<file path="src/hdl/pdr_pkg.sv">
package pdr_pkg;

    localparam int WORD_W   = 32;
    localparam int LANE_W   = 27;
    localparam int SUM_W    = 30;
    localparam int MAG_W    = 19;
    localparam int RCP_W    = 21;
    localparam int RCP_SH   = 20;
    localparam int SAMPLE_W = 16;

    localparam logic [1:0] REG_INPUT_RATE    = 2'd0;
    localparam logic [1:0] REG_CHANNEL_COUNT = 2'd1;
    localparam logic [1:0] REG_SAMPLE_FORMAT = 2'd2;

    localparam logic [1:0] FMT_U8  = 2'd0;
    localparam logic [1:0] FMT_S16 = 2'd1;
    localparam logic [1:0] FMT_S24 = 2'd2;
    localparam logic [1:0] FMT_F32 = 2'd3;

    localparam logic [25:0] FIX_SAT = 26'h2000000;

    typedef enum logic [1:0] {
        ST_IDLE,
        ST_CALC,
        ST_EMIT
    } state_t;

    typedef struct packed {
        logic       flt;
        logic [3:0] n;
    } mix_ctrl_t;

    // floor(2^20 / n) for n = 1..8
    function automatic logic [RCP_W-1:0] recip(input logic [3:0] n);
        logic [RCP_W-1:0] r;
        case (n)
            4'd1:    r = 21'd1048576;
            4'd2:    r = 21'd524288;
            4'd3:    r = 21'd349525;
            4'd4:    r = 21'd262144;
            4'd5:    r = 21'd209715;
            4'd6:    r = 21'd174762;
            4'd7:    r = 21'd149796;
            4'd8:    r = 21'd131072;
            default: r = 21'd1048576;
        endcase
        return r;
    endfunction

endpackage

</file>
<file path="src/hdl/pdr_lane.sv">
module pdr_lane
    import pdr_pkg::*;
(
    input  logic [WORD_W-1:0]        word,
    input  logic [1:0]               fmt,
    input  logic                     enable,
    output logic signed [LANE_W-1:0] value
);

    logic [7:0]  expo;
    logic [23:0] sig;
    logic [7:0]  rsh;
    logic [25:0] mag;
    logic signed [LANE_W-1:0] fval;
    logic signed [LANE_W-1:0] ival;

    always_comb begin
        expo = word[30:23];
        sig  = {1'b1, word[22:0]};
        rsh  = 8'd126 - expo;
        if (expo == 8'hFF) begin
            mag = (word[22:0] != 23'd0) ? 26'd0 : FIX_SAT;
        end else if (expo == 8'd0) begin
            mag = 26'd0;
        end else if (expo >= 8'd128) begin
            mag = FIX_SAT;
        end else if (expo == 8'd127) begin
            mag = {1'b0, sig, 1'b0};
        end else if (expo == 8'd126) begin
            mag = {2'b00, sig};
        end else if (expo <= 8'd102) begin
            mag = 26'd0;
        end else begin
            mag = {2'b00, sig >> rsh[4:0]};
        end
        fval = word[31] ? -$signed({1'b0, mag}) : $signed({1'b0, mag});
    end

    always_comb begin
        case (fmt)
            FMT_U8:  ival = LANE_W'($signed({1'b0, word[7:0]}) - $signed(10'sd128));
            FMT_S16: ival = LANE_W'($signed(word[15:0]));
            FMT_S24: ival = LANE_W'($signed(word[23:8]));
            default: ival = '0;
        endcase
    end

    assign value = !enable ? '0 : ((fmt == FMT_F32) ? fval : ival);

endmodule

</file>
<file path="src/hdl/pdr_merge.sv">
module pdr_merge
    import pdr_pkg::*;
#(
    parameter int LANES = 8
) (
    input  logic                       aclk,
    input  logic                       aresetn,
    input  logic                       start,
    input  mix_ctrl_t                  ctrl,
    input  logic signed [LANE_W-1:0]   lane_val [LANES],
    output logic                       done,
    output logic signed [SAMPLE_W-1:0] sample
);

    logic [3:0] v_reg;

    logic signed [SUM_W-1:0] sum;
    logic [28:0]             abs_reg;
    logic                    neg1_reg;
    mix_ctrl_t               ctrl1_reg;

    logic [43:0]      prod_scale;
    logic [MAG_W-1:0] m2_reg;
    logic             neg2_reg;
    logic [3:0]       n2_reg;

    logic [MAG_W+RCP_W-1:0] prod_rcp;
    logic [MAG_W-1:0]       q0_reg;
    logic [MAG_W-1:0]       m3_reg;
    logic                   neg3_reg;
    logic [3:0]             n3_reg;

    logic [22:0]              qn;
    logic [22:0]              rem;
    logic [MAG_W:0]           q;
    logic signed [MAG_W+1:0]  sq;
    logic signed [SAMPLE_W-1:0] sample_reg;

    always_comb begin
        sum = '0;
        for (int i = 0; i < LANES; i++) begin
            sum = sum + SUM_W'(lane_val[i]);
        end
    end

    always_comb begin
        prod_scale = {abs_reg, 15'd0} - {15'd0, abs_reg};
        prod_rcp   = m2_reg * recip(n2_reg);
        qn         = 23'(q0_reg) * 23'(n3_reg);
        rem        = 23'(m3_reg) - qn;
        q          = (rem >= 23'(n3_reg)) ? ({1'b0, q0_reg} + 20'd1) : {1'b0, q0_reg};
        sq         = neg3_reg ? -$signed({1'b0, q}) : $signed({1'b0, q});
    end

    always_ff @(posedge aclk) begin
        if (!aresetn) begin
            v_reg <= '0;
        end else begin
            v_reg <= {v_reg[2:0], start};
        end
    end

    always_ff @(posedge aclk) begin
        if (v_reg[0]) begin
            neg1_reg  <= sum < 0;
            abs_reg   <= (sum < 0) ? 29'(-sum) : 29'(sum);
            ctrl1_reg <= ctrl;
        end
        if (v_reg[1]) begin
            m2_reg   <= ctrl1_reg.flt ? prod_scale[42:24] : abs_reg[MAG_W-1:0];
            neg2_reg <= neg1_reg;
            n2_reg   <= ctrl1_reg.n;
        end
        if (v_reg[2]) begin
            q0_reg   <= prod_rcp[RCP_SH+MAG_W-1:RCP_SH];
            m3_reg   <= m2_reg;
            neg3_reg <= neg2_reg;
            n3_reg   <= n2_reg;
        end
        if (v_reg[3]) begin
            if (sq > 21'sd32767) begin
                sample_reg <= 16'sh7FFF;
            end else if (sq < -21'sd32768) begin
                sample_reg <= -16'sh8000;
            end else begin
                sample_reg <= SAMPLE_W'(sq);
            end
        end
    end

    assign done   = v_reg[3];
    assign sample = sample_reg;

endmodule

</file>
<file path="src/hdl/pdr_phase.sv">
module pdr_phase #(
    parameter int OUTPUT_RATE = 16000
) (
    input  logic        aclk,
    input  logic        aresetn,
    input  logic        step,
    input  logic        restart,
    input  logic [17:0] rate,
    output logic [1:0]  count
);

    localparam int ACC_W = 20;
    localparam logic [ACC_W-1:0] OUT_R = ACC_W'(OUTPUT_RATE);

    logic [17:0]      phase_acc_reg;
    logic [17:0]      phase_acc_next;
    logic [1:0]       count_reg;
    logic [1:0]       count_next;
    logic [ACC_W-1:0] acc0;
    logic [ACC_W-1:0] acc1;
    logic [ACC_W-1:0] acc2;

    always_comb begin
        acc0 = restart ? '0 : ACC_W'(phase_acc_reg);
        acc1 = acc0;
        acc2 = acc0;
        count_next = 2'd0;
        if (acc0 < OUT_R) begin
            acc1 = acc0 + ACC_W'(rate);
            acc2 = acc1;
            count_next = 2'd1;
            if (acc1 < OUT_R) begin
                acc2 = acc1 + ACC_W'(rate);
                count_next = 2'd2;
            end
        end
        phase_acc_next = (acc2 >= OUT_R) ? 18'(acc2 - OUT_R) : 18'd0;
    end

    always_ff @(posedge aclk) begin
        if (!aresetn) begin
            phase_acc_reg <= '0;
            count_reg     <= '0;
        end else if (step) begin
            phase_acc_reg <= phase_acc_next;
            count_reg     <= count_next;
        end
    end

    assign count = count_reg;

endmodule

</file>
<file path="src/hdl/pcm_downmix_resample_16k_core.sv">
// Mono downmix and nearest-neighbor resampler to OUTPUT_RATE. One frame is taken at a time:
// each active channel word is decoded in its own lane (unsigned 8-bit, signed 16-bit, signed
// 24-bit or float32), the lanes are summed, float sums are scaled by 32767, and the magnitude
// is divided by the channel count through a reciprocal multiply with a one-step correction.
// The first result is offered once the frame has passed the five-register datapath (lane
// capture, sum, scale, reciprocal multiply, correction); the second, if any, is offered
// after the first transfers. The next frame is taken in the cycle after its last result
// transfers, as the datapath works on one frame at a time. A frame yields zero, one or
// two copies of its sample; run_last marks the final one. Configuration writes must only
// be made while no frame is in flight.
module pcm_downmix_resample_16k_core
    import pdr_pkg::*;
#(
    parameter int MAX_CHANNELS = 8,
    parameter int OUTPUT_RATE  = 16000
) (
    input  logic                       aclk,
    input  logic                       aresetn,

    input  logic                       cfg_wr_en,
    input  logic [1:0]                 cfg_index,
    input  logic [17:0]                cfg_data,

    input  logic                       s_valid,
    output logic                       s_ready,
    input  logic                       s_packet_start,
    input  logic [WORD_W-1:0]          s_chan0_word,
    input  logic [WORD_W-1:0]          s_chan1_word,
    input  logic [WORD_W-1:0]          s_chan2_word,
    input  logic [WORD_W-1:0]          s_chan3_word,
    input  logic [WORD_W-1:0]          s_chan4_word,
    input  logic [WORD_W-1:0]          s_chan5_word,
    input  logic [WORD_W-1:0]          s_chan6_word,
    input  logic [WORD_W-1:0]          s_chan7_word,

    output logic                       m_valid,
    input  logic                       m_ready,
    output logic signed [SAMPLE_W-1:0] m_mono_sample,
    output logic                       m_run_last
);

    logic [17:0] input_rate_reg;
    logic [3:0]  channel_count_reg;
    logic [1:0]  sample_format_reg;
    logic [3:0]  n_eff;

    state_t      state_reg;
    state_t      state_next;
    logic [1:0]  remain_reg;
    logic [1:0]  remain_next;

    logic        s_xfer;
    logic        m_xfer;
    logic        mix_done;
    logic [1:0]  frame_count;
    mix_ctrl_t   mix_ctrl;

    logic [WORD_W-1:0]        words    [8];
    logic signed [LANE_W-1:0] lane_out [MAX_CHANNELS];
    logic signed [LANE_W-1:0] lane_reg [MAX_CHANNELS];

    assign words[0] = s_chan0_word;
    assign words[1] = s_chan1_word;
    assign words[2] = s_chan2_word;
    assign words[3] = s_chan3_word;
    assign words[4] = s_chan4_word;
    assign words[5] = s_chan5_word;
    assign words[6] = s_chan6_word;
    assign words[7] = s_chan7_word;

    assign s_xfer = s_valid && s_ready;
    assign m_xfer = m_valid && m_ready;

    always_comb begin
        if (channel_count_reg == 4'd0) begin
            n_eff = 4'd1;
        end else if (channel_count_reg > 4'(MAX_CHANNELS)) begin
            n_eff = 4'(MAX_CHANNELS);
        end else begin
            n_eff = channel_count_reg;
        end
        mix_ctrl.flt = sample_format_reg == FMT_F32;
        mix_ctrl.n   = n_eff;
    end

    always_ff @(posedge aclk) begin
        if (!aresetn) begin
            input_rate_reg    <= 18'd48000;
            channel_count_reg <= 4'd2;
            sample_format_reg <= FMT_F32;
        end else if (cfg_wr_en) begin
            case (cfg_index)
                REG_INPUT_RATE:    input_rate_reg    <= cfg_data;
                REG_CHANNEL_COUNT: channel_count_reg <= cfg_data[3:0];
                REG_SAMPLE_FORMAT: sample_format_reg <= cfg_data[1:0];
                default: ;
            endcase
        end
    end

    for (genvar i = 0; i < MAX_CHANNELS; i++) begin : g_lane
        pdr_lane u_lane (
            .word   (words[i]),
            .fmt    (sample_format_reg),
            .enable (4'(i) < n_eff),
            .value  (lane_out[i])
        );

        always_ff @(posedge aclk) begin
            if (s_xfer) begin
                lane_reg[i] <= lane_out[i];
            end
        end
    end

    pdr_merge #(
        .LANES (MAX_CHANNELS)
    ) u_merge (
        .aclk     (aclk),
        .aresetn  (aresetn),
        .start    (s_xfer),
        .ctrl     (mix_ctrl),
        .lane_val (lane_reg),
        .done     (mix_done),
        .sample   (m_mono_sample)
    );

    pdr_phase #(
        .OUTPUT_RATE (OUTPUT_RATE)
    ) u_phase (
        .aclk    (aclk),
        .aresetn (aresetn),
        .step    (s_xfer),
        .restart (s_packet_start),
        .rate    (input_rate_reg),
        .count   (frame_count)
    );

    always_comb begin
        state_next  = state_reg;
        remain_next = remain_reg;
        case (state_reg)
            ST_IDLE: begin
                if (s_xfer) begin
                    state_next = ST_CALC;
                end
            end
            ST_CALC: begin
                if (mix_done) begin
                    remain_next = frame_count;
                    state_next  = (frame_count == 2'd0) ? ST_IDLE : ST_EMIT;
                end
            end
            ST_EMIT: begin
                if (m_xfer) begin
                    remain_next = remain_reg - 2'd1;
                    if (remain_reg == 2'd1) begin
                        state_next = ST_IDLE;
                    end
                end
            end
            default: state_next = ST_IDLE;
        endcase
    end

    always_comb begin
        s_ready    = 1'b0;
        m_valid    = 1'b0;
        m_run_last = 1'b0;
        case (state_reg)
            ST_IDLE: s_ready = 1'b1;
            ST_EMIT: begin
                m_valid    = 1'b1;
                m_run_last = remain_reg == 2'd1;
            end
            default: ;
        endcase
    end

    always_ff @(posedge aclk) begin
        if (!aresetn) begin
            state_reg  <= ST_IDLE;
            remain_reg <= '0;
        end else begin
            state_reg  <= state_next;
            remain_reg <= remain_next;
        end
    end

    a_valid_has_remain: assert property (@(posedge aclk) disable iff (!aresetn)
        m_valid |-> remain_reg != 2'd0)
        else $error("result offered with no result left");

    a_no_overlap: assert property (@(posedge aclk) disable iff (!aresetn)
        !(s_ready && m_valid))
        else $error("input taken while results pending");

    a_done_in_calc: assert property (@(posedge aclk) disable iff (!aresetn)
        mix_done |-> state_reg == ST_CALC)
        else $error("merge finished outside calc state");

    a_accept_to_calc: assert property (@(posedge aclk) disable iff (!aresetn)
        s_xfer |=> state_reg == ST_CALC)
        else $error("transfer did not start calculation");

    a_last_ends: assert property (@(posedge aclk) disable iff (!aresetn)
        m_xfer && m_run_last |=> state_reg == ST_IDLE)
        else $error("last result did not end the frame");

endmodule

</file>
<file path="config.mk">
export PLATFORM = sky130hd
export DESIGN_NAME = pcm_downmix_resample_16k_core
export DESIGN_NICKNAME = d
export VERILOG_FILES = /design/src/hdl/pdr_pkg.sv /design/src/hdl/pdr_lane.sv /design/src/hdl/pdr_merge.sv /design/src/hdl/pdr_phase.sv /design/src/hdl/pcm_downmix_resample_16k_core.sv
export SDC_FILE = /design/constraint.sdc
export NUM_CORES = 2
export LEC_CHECK = 0
export ABC_AREA = 1
export CORE_UTILIZATION = 60
export CTS_BUF_LIST = sky130_fd_sc_hd__clkbuf_8
export CTS_CLUSTER_DIAMETER = 120
export DETAILED_ROUTE_END_ITERATION = 7
export DONT_BUFFER_PORTS = 1
export PLACE_DENSITY = 0.76
export SLEW_MARGIN = 30
export SYNTH_ARGS = -nofsm -noshare
export SYNTH_HDL_FRONTEND = slang
export SYNTH_SLANG_ARGS = --single-unit
</file>
<file path="constraint.sdc">
create_clock -name aclk -period 20.8 [get_ports aclk]
set_input_delay 6.24 -clock aclk [delete_from_list [all_inputs] [get_ports aclk]]
set_output_delay 6.24 -clock aclk [all_outputs]
set_load 0.05 [all_outputs]
</file>
# After elaboration in Yosys (flattened, before gate mapping)

Memory sizes are Yosys's and may differ from the RTL's. A register that Yosys moved wholly into a read port is not among the register bits.
Index checks and enable logic that the tools add are counted.

Register bits after elaboration: 386
Memory bits (read-only): 336
Input port bits: 282
Output and inout port bits: 19
Word-level logic and storage cells: 282
Memories kept: 1

Memory list:

| name             | depth | bits a word | rd ports | clocked after memory_dff | write ports | line          | source |
|---|---|---|---|---|---|---|---|
| (name not given) | 16    | 21          | 1        | 1                        | 0           | pdr_pkg.sv:36 | `case (n)` |

Add/subtract/negate cells: 40
Multipliers: 2
Magnitude comparators: 32
Equality and inequality tests: 36
Shift-type cells: 8
Mux-type cells: 106
Reduce and logical (&&, ||, !) cells: 29

Operators with widths:

| kind                                                                            | number |
|---|---|
| 26-bit 2-to-1 mux                                                               | 48 |
| 27-bit case mux with 3 select lines                                             | 8 |
| 27-bit 2-to-1 mux                                                               | 16 |
| 26-bit negation with 27-bit output                                              | 8 |
| 24-bit 2-to-1 mux                                                               | 8 |
| 24-bit by 5-bit right shift with 24-bit output                                  | 8 |
| 23-bit nonzero test                                                             | 8 |
| 30-bit by 27-bit adder with 30-bit output                                       | 5 |
| 8-bit by 7-bit equality test with 1-bit output (second input constant)          | 16 |
| 8-bit by 8-bit subtractor with 9-bit output (second input constant)             | 8 |
| 8-bit equality test (second input constant)                                     | 8 |
| 8-bit >= comparator (second input constant)                                     | 8 |
| 8-bit by 7-bit <= comparator with 1-bit output (second input constant)          | 8 |
| 8-bit logical NOT                                                               | 8 |
| 20-bit 2-to-1 mux                                                               | 3 |
| 43-bit by 29-bit subtractor with 43-bit output                                  | 1 |
| 20-bit by 18-bit adder with 20-bit output                                       | 2 |
| 20-bit by 14-bit less-than comparator with 1-bit output (second input constant) | 2 |
| 5-bit subtractor (first input constant)                                         | 8 |
| 19-bit by 21-bit multiplier with 39-bit output                                  | 1 |
| 18-bit 2-to-1 mux                                                               | 2 |
| 30-bit by 1-bit less-than comparator with 1-bit output (second input constant)  | 1 |
| 28-bit by 27-bit adder with 29-bit output                                       | 1 |
| 29-bit 2-to-1 mux                                                               | 1 |
| 35 further kinds                                                                | 66 |

# Depth between registers and ports, before layout

Depth in word-level cells: 11
Mapped depth: 41
Gate-level depth less buffers: 41

# By module

From an unflattened synthesis, not the netlist that was laid out.

Cell total of the unflattened synthesis: 9941
Area total of the unflattened synthesis: 66739.0 µm²

By module, submodules not included:

| module                          | instances | cells an instance | area each (µm²) | sequential area each (µm²) |
|---|---|---|---|---|
| pdr_merge                       | 1         | 3262              | 27412.5         | 3863.7 |
| pdr_lane (g_lane[0].u_lane ...) | 7         | 708               | 3508.4          | 0.0 |
| pcm_downmix_resample_16k_core   | 1         | 388               | 7732.4          | 7046.8 |
| pdr_phase                       | 1         | 636               | 3666.0          | 400.4 |
| pdr_lane (g_lane[3].u_lane)     | 1         | 699               | 3369.5          | 0.0 |

# Least setup slack after synthesis

No wires, ideal clock.

Path kind: input -> register
Start: input m_ready
End: register u_phase.phase_acc_reg[13]
Setup time: 141 ps
Arrival: 16657 ps
Data required time: 20659 ps
Setup slack: 4002 ps
Stages: 8
Buffers on the path: 1
Cell sequence: o21ai_0 inv_1 o221ai_1 nor2_1 inv_1 clkbuf_1 nand2_1 a21oi_1

RTL lines:

| element                | line                                | source |
|---|---|---|
| start: declaration     | pcm_downmix_resample_16k_core.sv:37 | `input logic m_ready,` |
| end signal: assignment | pdr_phase.sv:45                     | `phase_acc_reg <= phase_acc_next;` |
| end: declaration       | pdr_phase.sv:15                     | `logic [17:0] phase_acc_reg;` |

# Worst setup path after layout

Start: input s_chan3_word[30]
End: register lane_reg[120] (netlist bit) (data pin)

Cells in the longest elaborated chain, start to end: 10
Elaborated cells between the ends (all ways): 15
Those cells by class: 1 x add/sub; 2 x order compare; 3 x eq/ne; 8 x mux; 1 x reduce/logical

Ends and longest elaborated chain:

| element                                        | line                                 | source |
|---|---|---|
| start: declaration                             | pcm_downmix_resample_16k_core.sv:30  | `input logic [WORD_W-1:0] s_chan3_word,` |
| 8-bit by 7-bit <= comparator with 1-bit output | pdr_lane.sv:31                       | `end else if (expo <= 8'd102) begin` |
| 24-bit 2-to-1 mux                              | pdr_lane.sv:31                       |  |
| 26-bit 2-to-1 mux                              | pdr_lane.sv:29                       | `end else if (expo == 8'd126) begin` |
| 26-bit 2-to-1 mux                              | pdr_lane.sv:27                       | `end else if (expo == 8'd127) begin` |
| 26-bit 2-to-1 mux                              | pdr_lane.sv:25                       | `end else if (expo >= 8'd128) begin` |
| 26-bit 2-to-1 mux                              | pdr_lane.sv:23                       | `end else if (expo == 8'd0) begin` |
| 26-bit 2-to-1 mux *                            | pdr_lane.sv:21                       | `if (expo == 8'hFF) begin` |
| 26-bit negation with 27-bit output             | pdr_lane.sv:36                       | `fval = word[31] ? -$signed({1'b0, mag}) : $signed({1'b0, mag});` |
| 27-bit 2-to-1 mux *                            | pdr_lane.sv:36                       |  |
| 27-bit 2-to-1 mux *                            | pdr_lane.sv:48                       | `assign value = !enable ? '0 : ((fmt == FMT_F32) ? fval : ival);` |
| end signal: indexed assignment                 | pcm_downmix_resample_16k_core.sv:111 | `lane_reg[i] <= lane_out[i];` |
| end: declaration                               | pcm_downmix_resample_16k_core.sv:60  | `logic signed [LANE_W-1:0] lane_reg [MAX_CHANNELS];` |

Mark *: on every way between the ends. The rest lies on a longest branch, timed or not.
A chain may end at the register's enable or synchronous reset.

==> flow_summary.ini <==
[synth]
syn_area_per_cell_um2 = 6.97
syn_nets = 9742
post_synth_instance_area_mm2 = 0.0604
netlist.area_leader.share_pct = 16.6
async_set_or_reset_register_ratio_after_synthesis_pct = 0
synth_cell_types = 69
yosysWarnings = 0
ys_top_cells_by_area = sky130_fd_sc_hd__edfxtp_1 (17%), sky130_fd_sc_hd__fa_1 (16%), sky130_fd_sc_hd__nand2_1 (13%), sky130_fd_sc_hd__inv_1 (8.9%), sky130_fd_sc_hd__ha_1 (6.2%)
most_used_dff_post_synth = sky130_fd_sc_hd__edfxtp_1
synth_top_area_cell = sky130_fd_sc_hd__edfxtp_1
count_of_flip_flops_with_a_built_in_enable_after_synthesis = 334
postSynthCellCount = 8664
synth_seq_cells = 398
synth_sequential_area_ratio_pct = 18.7

[timing]
unrepaired_setup_endpoints_after_global_routing = false
final_max_slew_viol_count = 0
finClkSkew_ns = 0.0561
finalWorstPathRequiredPeriod_ns = 10.08
slew_headroom_pct = 29.1
timing.fmax_ghz = 0.0992
final.hold.worst_slack_ns = 0.441
period_share_pct = 48.5
worst_slew_pin_slew_ns = 1.06
finalSetupTns_ns = 0
timing_hold_violations_final = 0
setup_violations_final = 0

[drt]
routed_wl_mm = 204
drtAntennaViolNets = 0
wl_per_cell_um = 20.9
route.detailed.drc = 0
drt-vias-per-instance = 6.14
vias = 59873
drt_first_pass_iters = 8
first_iter_violations = 7467

[setup_path]
cp_max_fo = 34
required_ns = 21.34
setup.worst_path.class = primary input to register
element_type_at_the_critical_path_end = register
critical_path_arrival_ns = 10.62
start_kind = primary input

[finish]
layout_common_cells = sky130_fd_sc_hd__nand2_1 (2,149), sky130_fd_sc_hd__inv_1 (1,436), sky130_fd_sc_hd__o21ai_0 (741)
layout_commonest_cell = sky130_fd_sc_hd__nand2_1
postLayoutCellArea_mm2 = 0.0625
final_layout_size_suffix_gt1_share_pct = 3.27
area_delta_synth_final_pct = 3.44
max_ffs_per_register = 216
layout.nets = 9491
fill_cells = 8964

[clock_network]
worst_setup_hold_path_clk_slew_ns = 0.06
holdBufCountCts = 0
cts_buffers = 69
cts_setup_buffers = 0
tritoncts = built
clockBufferDepth = 3
htree_levels = 3
cts_num_sinks = 398
cts_resized = 0
clockRootBuffer = sky130_fd_sc_hd__clkbuf_8
clk-insertion-delay-late_ns = 0.70

[grt]
first_global_vias = 57614
grt_remaining_overflow = 0
first_pass_grt_wire_length_mm = 318
grt_start_max_net_pins = 113
grt_antenna_before_repair = 2
grt.total_usage_pct = 39.4

[placement]
post_detailed_placement_half_perimeter_wirelength_mm = 162
placement.io_buffers = 0
placed_area_mm2 = 0.0610
finalWeightedCongestion = 1.05

[die]
die-area_mm2 = 0.102
die_height_um = 319
placement_rows = 115
chipWidth_um = 319
top_level_ports = 301
core-area_mm2 = 0.0990
start_util_pct = 61.0

[hold_path]
timing.hold.worst.class = register to register

[outcome]
status = finished, final reports clean

[job]
number_of_maximum_capacitance_violations = 0
[worst paths after layout]
path,cells past startpoint,start,endpoint,slack [ns]
worst min register to register,0,u_merge.n2_reg[2],u_merge.n3_reg[2],0.44
worst max-delay path,15,s_chan3_word[30],lane_reg[120],10.72
worst max register to register,41,lane_reg[163],u_merge.abs_reg[28],12.15
worst min-delay path,0,u_merge.n2_reg[2],u_merge.n3_reg[2],0.44
[metrics by stage]
| step | setup WS, ns | std cells | utilization [%] |
|---|---|---|---|
| after floorplan | 4.00 | 8664 | - |
| after global placement | 10.23 | 9629 | 61.6 |
| after detailed placement | 10.08 | 9629 | 61.6 |
| after CTS | 10.81 | 9753 | 63.1 |
| after global routing | 10.30 | 9754 | 63.1 |
| final | 10.72 | 9755 | 63.1 |
[cells in the mapped netlist, types with 45 or more instances]
library cell	number
sky130_fd_sc_hd__a21oi_1	509
sky130_fd_sc_hd__a221oi_1	76
sky130_fd_sc_hd__a31oi_1	75
sky130_fd_sc_hd__buf_2	45
sky130_fd_sc_hd__clkbuf_1	301
sky130_fd_sc_hd__dfxtp_1	64
sky130_fd_sc_hd__edfxtp_1	334
sky130_fd_sc_hd__fa_1	496
sky130_fd_sc_hd__ha_1	300
sky130_fd_sc_hd__inv_1	1425
sky130_fd_sc_hd__nand2_1	2150
sky130_fd_sc_hd__nand3_1	314
sky130_fd_sc_hd__nand4_1	110
sky130_fd_sc_hd__nor2_1	541
sky130_fd_sc_hd__nor3_1	128
sky130_fd_sc_hd__o211ai_1	221
sky130_fd_sc_hd__o21ai_0	743
sky130_fd_sc_hd__o221ai_1	82
sky130_fd_sc_hd__xnor2_1	91
sky130_fd_sc_hd__xor2_1	222
[worst max-delay path, stage by stage]
cell	delay (ns)
sky130_fd_sc_hd__inv_1	0.27
sky130_fd_sc_hd__nand4_1	0.23
sky130_fd_sc_hd__nor2_2	0.68
sky130_fd_sc_hd__clkinv_1	0.97
sky130_fd_sc_hd__o2111ai_1	0.51
sky130_fd_sc_hd__ha_1	0.27
sky130_fd_sc_hd__nand3_1	0.13
sky130_fd_sc_hd__nor2_1	0.42
sky130_fd_sc_hd__nand2_1	0.19
sky130_fd_sc_hd__nor2_1	0.14
sky130_fd_sc_hd__nand2_1	0.06
sky130_fd_sc_hd__nand2_1	0.08
sky130_fd_sc_hd__xor2_1	0.17
sky130_fd_sc_hd__nand2_1	0.08
sky130_fd_sc_hd__a21oi_1	0.16
[metal layers]
metal  GRT usage (%)  share of wire [%]
met2            64.2                 46
met4            16.4                4.7
met1            51.1                 39
met3            7.93                 10
met5               0                  0
[area by class of cell]
type                       count  area, µm²  share of cell area, %
tap                         1287       1610                   2.58
clock buffer                  74       1020                   1.63
timing repair buffer          62        473                  0.757
multi-input combinational   6426      42100                   67.5
antenna                        2       5.00                0.00801
inverter                    1456       5470                   8.76
clock inverter                50        424                  0.679
sequential                   398      11300                   18.1
[cells by family (layout without fill, tap and decap cells)]
| logic type | after synthesis | in the layout | share of synthesized area, % |
|---|---|---|---|
| AND/OR/NAND/NOR | 3377 | 3377 | 23.2 |
| other | 0 | 2 | 0 |
| adder cells (fa/ha/maj) | 796 | 796 | 22.7 |
| AO/OA/AOI/OAI | 1894 | 1894 | 18.5 |
| XOR/XNOR | 317 | 317 | 4.65 |
| flip-flops | 398 | 398 | 18.7 |
| multiplexers | 42 | 42 | 0.696 |
| buffers and inverters | 1840 | 1642 | 11.6 |
Power is left out: the tool's default activity adds up to more than one toggle a clock period on the data nets, which glitch-free logic cannot reach.
